$ cat src/rtl/acs_pkg.sv
// ----------------------------------------------------------------------------
// acs_pkg: shared types and constants of the conversion sequencer
// Operation, status and job codes, configuration register indexes and the
// result record that travels through the output stage.
// ----------------------------------------------------------------------------
package acs_pkg;

    localparam int unsigned CHANNEL_COUNT = 8;
    localparam int unsigned MAX_CHAIN     = 8;

    localparam int unsigned OP_W     = 3;
    localparam int unsigned CH_IN_W  = 4;
    localparam int unsigned CH_W     = 3;
    localparam int unsigned SAMPLE_W = 10;
    localparam int unsigned STATUS_W = 2;
    localparam int unsigned POS_W    = 4;
    localparam int unsigned IDX_W    = 3;
    localparam int unsigned LEN_W    = 4;
    localparam int unsigned LIST_W   = 24;
    localparam int unsigned WAIT_W   = 24;
    localparam int unsigned CFG_IDX_W  = 2;
    localparam int unsigned CFG_DATA_W = 24;

    localparam logic [CH_IN_W-1:0] LAST_CHANNEL = CH_IN_W'(CHANNEL_COUNT - 1);
    localparam logic [LEN_W-1:0]   CHAIN_MAX    = LEN_W'(MAX_CHAIN);
    localparam logic [WAIT_W-1:0]  TIMEOUT_RESET = WAIT_W'(50000);

    // Input operation codes
    localparam logic [OP_W-1:0] OP_POLLED = 3'd0;
    localparam logic [OP_W-1:0] OP_SINGLE = 3'd1;
    localparam logic [OP_W-1:0] OP_CHAIN  = 3'd2;
    localparam logic [OP_W-1:0] OP_DONE   = 3'd3;
    localparam logic [OP_W-1:0] OP_TICK   = 3'd4;

    // Result status codes
    localparam logic [STATUS_W-1:0] ST_OK      = 2'd0;
    localparam logic [STATUS_W-1:0] ST_BUSY    = 2'd1;
    localparam logic [STATUS_W-1:0] ST_RANGE   = 2'd2;
    localparam logic [STATUS_W-1:0] ST_TIMEOUT = 2'd3;

    // Configuration register indexes
    localparam logic [CFG_IDX_W-1:0] CFG_EIGHT_BIT = 2'd0;
    localparam logic [CFG_IDX_W-1:0] CFG_CHAIN_LEN = 2'd1;
    localparam logic [CFG_IDX_W-1:0] CFG_CHAIN_LST = 2'd2;
    localparam logic [CFG_IDX_W-1:0] CFG_TIMEOUT   = 2'd3;

    typedef enum logic [1:0] {
        JOB_NONE   = 2'd0,
        JOB_POLLED = 2'd1,
        JOB_SINGLE = 2'd2,
        JOB_CHAIN  = 2'd3
    } t_job_kind;

    typedef struct packed {
        logic [STATUS_W-1:0] status;
        logic                start_conversion;
        logic [CH_W-1:0]     conversion_channel;
        logic                reading_valid;
        logic [SAMPLE_W-1:0] reading;
        logic [IDX_W-1:0]    reading_index;
        logic                job_done;
    } t_result;

endpackage

$ cat src/rtl/adc_conversion_sequencer.sv
// Each result is registered in the output register, or in the skid register.
// Throughput: one input transfer per cycle while the input is not stalled;
// the output and skid registers let a new item in while a result waits.
// Input stall rises only when the skid register holds a result.
// Reset (synchronous, active low): idle, no job, config at 0, 1, 0, 50000.
// ----------------------------------------------------------------------------
// adc_conversion_sequencer: start/chain/timeout sequencer for an 8-channel ADC
// Decodes start, conversion-done and tick events, tracks the running job,
// issues conversion requests and passes readings through in 10 or 8 bits.
// ----------------------------------------------------------------------------
module adc_conversion_sequencer (
    input  logic                               i_clk,
    input  logic                               i_rst_n,
    // configuration write port
    input  logic                               i_cfg_we,
    input  logic [acs_pkg::CFG_IDX_W-1:0]      i_cfg_index,
    input  logic [acs_pkg::CFG_DATA_W-1:0]     i_cfg_data,
    // event input channel
    input  logic                               i_in_valid,
    output logic                               o_in_stall,
    input  logic [acs_pkg::OP_W-1:0]           i_operation,
    input  logic [acs_pkg::CH_IN_W-1:0]        i_channel,
    input  logic [acs_pkg::SAMPLE_W-1:0]       i_sample,
    // result output channel
    output logic                               o_out_valid,
    input  logic                               i_out_stall,
    output logic [acs_pkg::STATUS_W-1:0]       o_status,
    output logic                               o_start_conversion,
    output logic [acs_pkg::CH_W-1:0]           o_conversion_channel,
    output logic                               o_reading_valid,
    output logic [acs_pkg::SAMPLE_W-1:0]       o_reading,
    output logic [acs_pkg::IDX_W-1:0]          o_reading_index,
    output logic                               o_job_done
);
    import acs_pkg::*;

    // Configuration registers
    logic                r_eight_bit;
    logic [LEN_W-1:0]    r_chain_len;
    logic [LIST_W-1:0]   r_chain_list;
    logic [WAIT_W-1:0]   r_timeout;

    // Job state
    logic                r_busy,     n_busy;
    t_job_kind           r_job,      n_job;
    logic [POS_W-1:0]    r_pos,      n_pos;
    logic [WAIT_W-1:0]   r_wait,     n_wait;

    // Output register and skid register
    t_result             r_out,      r_skid;
    logic                r_out_valid, r_skid_valid;
    t_result             n_result;

    logic                in_xfer;
    logic                out_xfer;
    logic [LEN_W-1:0]    eff_len;
    logic [POS_W-1:0]    next_pos;
    logic [WAIT_W-1:0]   wait_inc;
    logic [SAMPLE_W-1:0] scaled;
    logic [CH_W-1:0]     list_ch;
    logic [IDX_W-1:0]    list_idx;

    assign o_in_stall = r_skid_valid;
    assign in_xfer    = i_in_valid && !r_skid_valid;
    assign out_xfer   = r_out_valid && !i_out_stall;

    // Configuration writes: the user writes only while idle; not guarded here.
    always_ff @(posedge i_clk) begin
        if (!i_rst_n) begin
            r_eight_bit  <= 1'b0;
            r_chain_len  <= LEN_W'(1);
            r_chain_list <= '0;
            r_timeout    <= TIMEOUT_RESET;
        end else if (i_cfg_we) begin
            unique case (i_cfg_index)
                CFG_EIGHT_BIT: r_eight_bit  <= i_cfg_data[0];
                CFG_CHAIN_LEN: r_chain_len  <= i_cfg_data[LEN_W-1:0];
                CFG_CHAIN_LST: r_chain_list <= i_cfg_data[LIST_W-1:0];
                CFG_TIMEOUT:   r_timeout    <= i_cfg_data[WAIT_W-1:0];
                default: ;
            endcase
        end
    end

    // Clamp the chain length into 1..MAX_CHAIN.
    always_comb begin
        if (r_chain_len == '0) begin
            eff_len = LEN_W'(1);
        end else if (r_chain_len > CHAIN_MAX) begin
            eff_len = CHAIN_MAX;
        end else begin
            eff_len = r_chain_len;
        end
    end

    assign next_pos = r_pos + POS_W'(1);
    assign wait_inc = r_wait + WAIT_W'(1);
    assign scaled   = r_eight_bit ? {2'b00, i_sample[SAMPLE_W-1:2]} : i_sample;

    // A chain start reads entry zero, an advancing chain the next entry.
    // next_pos stays below the clamped length there, so its low bits suffice.
    assign list_idx = (i_operation == OP_CHAIN) ? '0 : next_pos[IDX_W-1:0];
    assign list_ch  = r_chain_list[CH_W*list_idx +: CH_W];

    // Event decode: next job state and the result record.
    always_comb begin
        n_busy   = r_busy;
        n_job    = r_job;
        n_pos    = r_pos;
        n_wait   = r_wait;
        n_result = '0;
        unique case (i_operation) inside
            OP_POLLED, OP_SINGLE, OP_CHAIN: begin
                if (r_busy) begin
                    n_result.status = ST_BUSY;
                end else if (i_operation == OP_CHAIN) begin
                    n_busy = 1'b1;
                    n_job  = JOB_CHAIN;
                    n_pos  = '0;
                    n_wait = '0;
                    n_result.start_conversion   = 1'b1;
                    n_result.conversion_channel = list_ch;
                end else if (i_channel > LAST_CHANNEL) begin
                    n_result.status = ST_RANGE;
                end else begin
                    n_busy = 1'b1;
                    n_job  = (i_operation == OP_POLLED) ? JOB_POLLED : JOB_SINGLE;
                    n_pos  = '0;
                    n_wait = '0;
                    n_result.start_conversion   = 1'b1;
                    n_result.conversion_channel = i_channel[CH_W-1:0];
                end
            end
            OP_DONE: begin
                if (r_job == JOB_POLLED || r_job == JOB_SINGLE) begin
                    n_result.reading_valid = 1'b1;
                    n_result.reading       = scaled;
                    n_result.job_done      = 1'b1;
                    n_busy = 1'b0;
                    n_job  = JOB_NONE;
                    n_pos  = '0;
                    n_wait = '0;
                end else if (r_job == JOB_CHAIN) begin
                    n_result.reading_valid = 1'b1;
                    n_result.reading       = scaled;
                    n_result.reading_index = r_pos[IDX_W-1:0];
                    if (next_pos >= eff_len) begin
                        // last channel of the list: finish the job
                        n_result.job_done = 1'b1;
                        n_busy = 1'b0;
                        n_job  = JOB_NONE;
                        n_pos  = '0;
                        n_wait = '0;
                    end else begin
                        // advance to the next listed channel
                        n_pos = next_pos;
                        n_result.start_conversion   = 1'b1;
                        n_result.conversion_channel = list_ch;
                    end
                end
            end
            OP_TICK: begin
                if (r_job == JOB_POLLED) begin
                    n_wait = wait_inc;
                    if (wait_inc >= r_timeout) begin
                        n_result.status = ST_TIMEOUT;
                        n_busy = 1'b0;
                        n_job  = JOB_NONE;
                        n_pos  = '0;
                        n_wait = '0;
                    end
                end
            end
            default: ;  // unused codes: no change, status ok
        endcase
    end

    // Job state advances on every input transfer.
    always_ff @(posedge i_clk) begin
        if (!i_rst_n) begin
            r_busy <= 1'b0;
            r_job  <= JOB_NONE;
            r_pos  <= '0;
            r_wait <= '0;
        end else if (in_xfer) begin
            r_busy <= n_busy;
            r_job  <= n_job;
            r_pos  <= n_pos;
            r_wait <= n_wait;
        end
    end

    // Output stage: load the output register when it is free or draining,
    // park the result in the skid register when the output is held.
    always_ff @(posedge i_clk) begin
        if (!i_rst_n) begin
            r_out_valid  <= 1'b0;
            r_skid_valid <= 1'b0;
        end else if (out_xfer) begin
            if (r_skid_valid) begin
                r_skid_valid <= 1'b0;
            end else begin
                r_out_valid <= in_xfer;
            end
        end else if (in_xfer) begin
            if (r_out_valid) begin
                r_skid_valid <= 1'b1;
            end else begin
                r_out_valid <= 1'b1;
            end
        end
    end

    always_ff @(posedge i_clk) begin
        if (out_xfer && r_skid_valid) begin
            r_out <= r_skid;
        end else if (in_xfer && (out_xfer || !r_out_valid)) begin
            r_out <= n_result;
        end
        if (in_xfer && r_out_valid && !out_xfer) begin
            r_skid <= n_result;
        end
    end

    assign o_out_valid          = r_out_valid;
    assign o_status             = r_out.status;
    assign o_start_conversion   = r_out.start_conversion;
    assign o_conversion_channel = r_out.conversion_channel;
    assign o_reading_valid      = r_out.reading_valid;
    assign o_reading            = r_out.reading;
    assign o_reading_index      = r_out.reading_index;
    assign o_job_done           = r_out.job_done;

    // The skid register only fills behind a held output register.
    a_skid_behind_out: assert property (@(posedge i_clk) disable iff (!i_rst_n)
        r_skid_valid |-> r_out_valid)
        else $error("skid register valid without output register");

    // Busy flag and job kind agree.
    a_busy_kind: assert property (@(posedge i_clk) disable iff (!i_rst_n)
        r_busy == (r_job != JOB_NONE))
        else $error("busy flag and job kind disagree");

    // Chain position moves only within a chain job and stays inside the list.
    a_pos_chain: assert property (@(posedge i_clk) disable iff (!i_rst_n)
        (r_pos != '0) |-> (r_job == JOB_CHAIN && r_pos < POS_W'(MAX_CHAIN)))
        else $error("chain position outside a chain job");

    // The wait counter runs only in a polled job.
    a_wait_polled: assert property (@(posedge i_clk) disable iff (!i_rst_n)
        (r_wait != '0) |-> (r_job == JOB_POLLED))
        else $error("wait counter outside a polled job");

    // Every input transfer leaves a result behind.
    a_xfer_result: assert property (@(posedge i_clk) disable iff (!i_rst_n)
        in_xfer |=> r_out_valid)
        else $error("input transfer produced no result");

endmodule
$ cat config.mk
export PLATFORM = sky130hd
export DESIGN_NAME = adc_conversion_sequencer
export DESIGN_NICKNAME = d
export VERILOG_FILES = /design/src/rtl/acs_pkg.sv /design/src/rtl/adc_conversion_sequencer.sv
export SDC_FILE = /design/constraint.sdc
export NUM_CORES = 1
export LEC_CHECK = 0
export BUFFER_PORTS_ARGS = -buffer_cell sky130_fd_sc_hd__buf_2
export CAP_MARGIN = 40
export CORE_MARGIN = 10
export CORE_UTILIZATION = 49
export DETAILED_ROUTE_END_ITERATION = 8
export PLACE_DENSITY = 0.71
export SKIP_CTS_REPAIR_TIMING = 1
export SLEW_MARGIN = 10
export SYNTH_ARGS = -nofsm -noshare
export SYNTH_HDL_FRONTEND = slang
export SYNTH_SLANG_ARGS = --single-unit
export TNS_END_PERCENT = 10
$ cat constraint.sdc
create_clock -name i_clk -period 3.6 [get_ports i_clk]
set_input_delay 0.72 -clock i_clk [delete_from_list [all_inputs] [get_ports i_clk]]
set_output_delay 0.72 -clock i_clk [all_outputs]
set_load 0.01 [all_outputs]
==> results.sh <==
export IMPL_outcome="completed"
export IMPL_regToRegSetupSlack_ns=0.25
export IMPL_ant_nets=0
export IMPL_cap_violations=0
export IMPL_slowest_stage="dfxtp_1"
export IMPL_crit_chain="ha_2 -> nand3_2 -> nor4_2 -> buf_4 -> nand4_1 -> xnor2_1 -> ha_1 -> nand4_1 -> nor4_4 -> a22oi_1 -> and3_1 -> buf_4 -> and2_1 -> o221a_1"
export IMPL_cts_tree="built"
export IMPL_placed_area_mm2=0.00741
export IMPL_drive_gt1_frac=0.182
export IMPL_fin_crit_ns=3.35
export IMPL_die_width_um=138
export IMPL_clockRootBuffer="clkbuf_16"
export IMPL_vdd_drop_max_uv=442
export IMPL_worst_path_max_fanout=15
export IMPL_p_per_area_mw_per_mm2=461
export IMPL_vias=5916
export IMPL_clk_latency_ns=0.43
export IMPL_layout_common_cells="nand2_1, dfxtp_1, buf_2"
export IMPL_synth_top_cell_by_area="dfxtp_1"
export IMPL_r2r_start="r_wait[0]"
export IMPL_setup_viol=0
export IMPL_yosys_area_top_type_share=0.251
export IMPL_gr_usage_all_layers=0.178
export IMPL_grt_pass1_vias=5665
export IMPL_max_clock_freq_ghz=0.299
export IMPL_fp_row_count=43
export IMPL_ys_seq_area_frac=0.436
export IMPL_slew_headroom=0.450
export IMPL_worstHoldEndpoint="r_chain_list[6]"
export IMPL_power_mw=3.74
export IMPL_synth_flop_cell="dfxtp_1"
export IMPL_overflow=0
export IMPL_synth_warnings=0
export IMPL_num_antenna_cells=0
export IMPL_hold_path_class="reg -> reg"
export IMPL_ios=71
export IMPL_final_common_cell="nand2_1"
export IMPL_crit_type="reg -> reg"
export IMPL_worst_r2r_path_depth=14
export IMPL_period_share=0.930
export IMPL_initial_core_util=0.497
export IMPL_syn_area_mm2=0.00685
export IMPL_cts_sinks=128
export IMPL_fin_util=0.589
export IMPL_die_y_um=138
export IMPL_port_buffers=70
export IMPL_drt_iter0_drc=362
export IMPL_core_area_mm2=0.0138
export IMPL_htree_levels=4
export IMPL_worst_pin_slew_ns=0.819
export IMPL_hp_start="r_chain_list[6]"
export IMPL_cts_made_buffers=17
export IMPL_skew_ns=0.00554
export IMPL_finalHoldViolCount=0
export IMPL_drt_drc_violations_left=0
export IMPL_vias_per_cell=5.68
export IMPL_fin_nets=931
export IMPL_cts_path_max_buffers=2
export IMPL_slew_violations=0
export IMPL_cp_required_ns=3.92
export IMPL_r2r_end="r_busy"
export IMPL_syn_avg_cell_area_um2=8.81
export IMPL_grt_pass1_wl_mm=28.2
export IMPL_finalWorstSetupSlack_ns=0.251
export IMPL_yosysUniqueCellTypes=73
export IMPL_ys_async_sr_fraction=0
export IMPL_grt_antenna_before_repair=0
export IMPL_power_static_leakage_nw=3.23
export IMPL_wirelength_mm=17.5
export IMPL_gp_congestion=0.910
export IMPL_hpwl_mm=12.2
export IMPL_syn_nets=858
export IMPL_crit_arrival_ns=3.67
export IMPL_yosys_top_cells_area="dfxtp_1, edfxtp_1, nand2_1, ha_1, a21oi_1"
export IMPL_stdcell_area_mm2=0.00811
export IMPL_startpoint_type="flop"
export IMPL_ys_seq_elements=128
export IMPL_ff_latch_area_mm2=0.00298
export IMPL_end_kind="flop"
export IMPL_multi_input_area_mm2=0.00353
export IMPL_post_drt_wl_per_cell_um=16.8
export IMPL_synth_edf_count=42
export IMPL_dieArea_mm2=0.0191
export IMPL_hold_depth=2
export IMPL_grt_max_degree=47
export IMPL_path_clk_slew_ns=0.06
export IMPL_cpPeakStageDelay_ns=0.40
export IMPL_postSynthCellCount=777
export IMPL_place_ws_ns=0.134
export IMPL_area_growth_pct=18.4
export IMPL_fillerInstances=1244
export IMPL_dr_pass1_iters=5
per-stage QoR:
step / hold WS, ns / std cells / setup TNS [ns]
after global placement: 0.442 / 1006 / 0
final: 0.453 / 1042 / 0
after detailed placement: 0.446 / 1008 / 0
after floorplan: 0.432 / 777 / 0
after global routing: 0.470 / 1042 / -0.0234
after CTS: 0.454 / 1039 / 0
sequential cells by signal, indices dropped and copies added (netlist names), 2 cells and up:
name,cells
r_job,2
r_skid,21
r_wait,24
o_status,2
r_chain_list,24
o_conversion_channel,3
r_timeout,24
o_reading_index,3
r_pos,4
r_chain_len,4
o_reading,10
power breakdown:
group          total, mW  internal [mW]  switching [mW]
clock network       1.91           1.28           0.633
logic              0.270         0.0972           0.173
registers           1.56           1.54          0.0214
area by class of cell:
| cell class | count | share of cell area |
|---|---|---|
| multi-input cells | 571 | 0.436 |
| flip-flops and latches | 128 | 0.368 |
| repair buffers | 96 | 0.0722 |
| clock buffers | 17 | 0.0525 |
| well taps | 180 | 0.0278 |
| clock inverters | 14 | 0.0272 |
| inverters | 36 | 0.0167 |
worst max path at each step:
stage                     startpoint  slack, ns         end
after CTS                  r_wait[0]       0.09  r_wait[16]
final                      r_wait[0]       0.25      r_busy
after global routing       r_wait[1]      -0.02      r_busy
after detailed placement   r_wait[0]       0.13  r_wait[16]
after floorplan            r_wait[0]       0.40      r_busy
after global placement     r_wait[1]       0.26  r_wait[16]
cells by family after synthesis:
logic type / synth area share
muxes: 0.0448
and+or+nand+nor: 0.243
buffers and inverters: 0.0530
adders and majority gates: 0.0603
DFF: 0.436
AOI/OAI and AO/OA: 0.132
xor gates and xnor gates: 0.0307
per-layer routing:
metal | vias to the layer above | routed length (um) | part of all wire | GRT usage
li1 | 2917 | - | - | -
met1 | 2764 | 7400 | 0.42 | 0.217
met2 | 200 | 8330 | 0.48 | 0.285
met3 | 35 | 1330 | 0.076 | 0.0476
met4 | 0 | 408 | 0.023 | 0.0849
met5 | - | 0 | 0 | 0
cells in the mapped netlist, types with 3 or more instances:
master / number
nand2_1: 178
dfxtp_1: 86
a21oi_1: 67
nor2_1: 46
edfxtp_1: 42
inv_1: 35
ha_1: 33
nand4_1: 32
clkbuf_1: 27
mux2i_1: 22
nand3_1: 20
xnor2_1: 17
a31oi_1: 12
and3_1: 11
buf_2: 9
o21ai_0: 9
nor3b_1: 8
o211ai_1: 8
o221ai_1: 8
nand4b_1: 7
nor3_1: 7
xor2_1: 7
and2_1: 6
mux2_2: 5
o21ai_1: 5
buf_6: 3
nand2_2: 3
nor2b_1: 3
nor4_1: 3
o22ai_1: 3
o31ai_1: 3
worst max-delay path: cells and delay by family (launching register included):
| kind | cells | cell delay (ns) |
|---|---|---|
| simple gates | 7 | 1.32 |
| fa+ha+maj | 2 | 0.57 |
| flops | 1 | 0.40 |
| buf+inv | 2 | 0.39 |
| compound gates | 2 | 0.39 |
| xor+xnor | 1 | 0.18 |
Power figures use the tool's default switching activity.
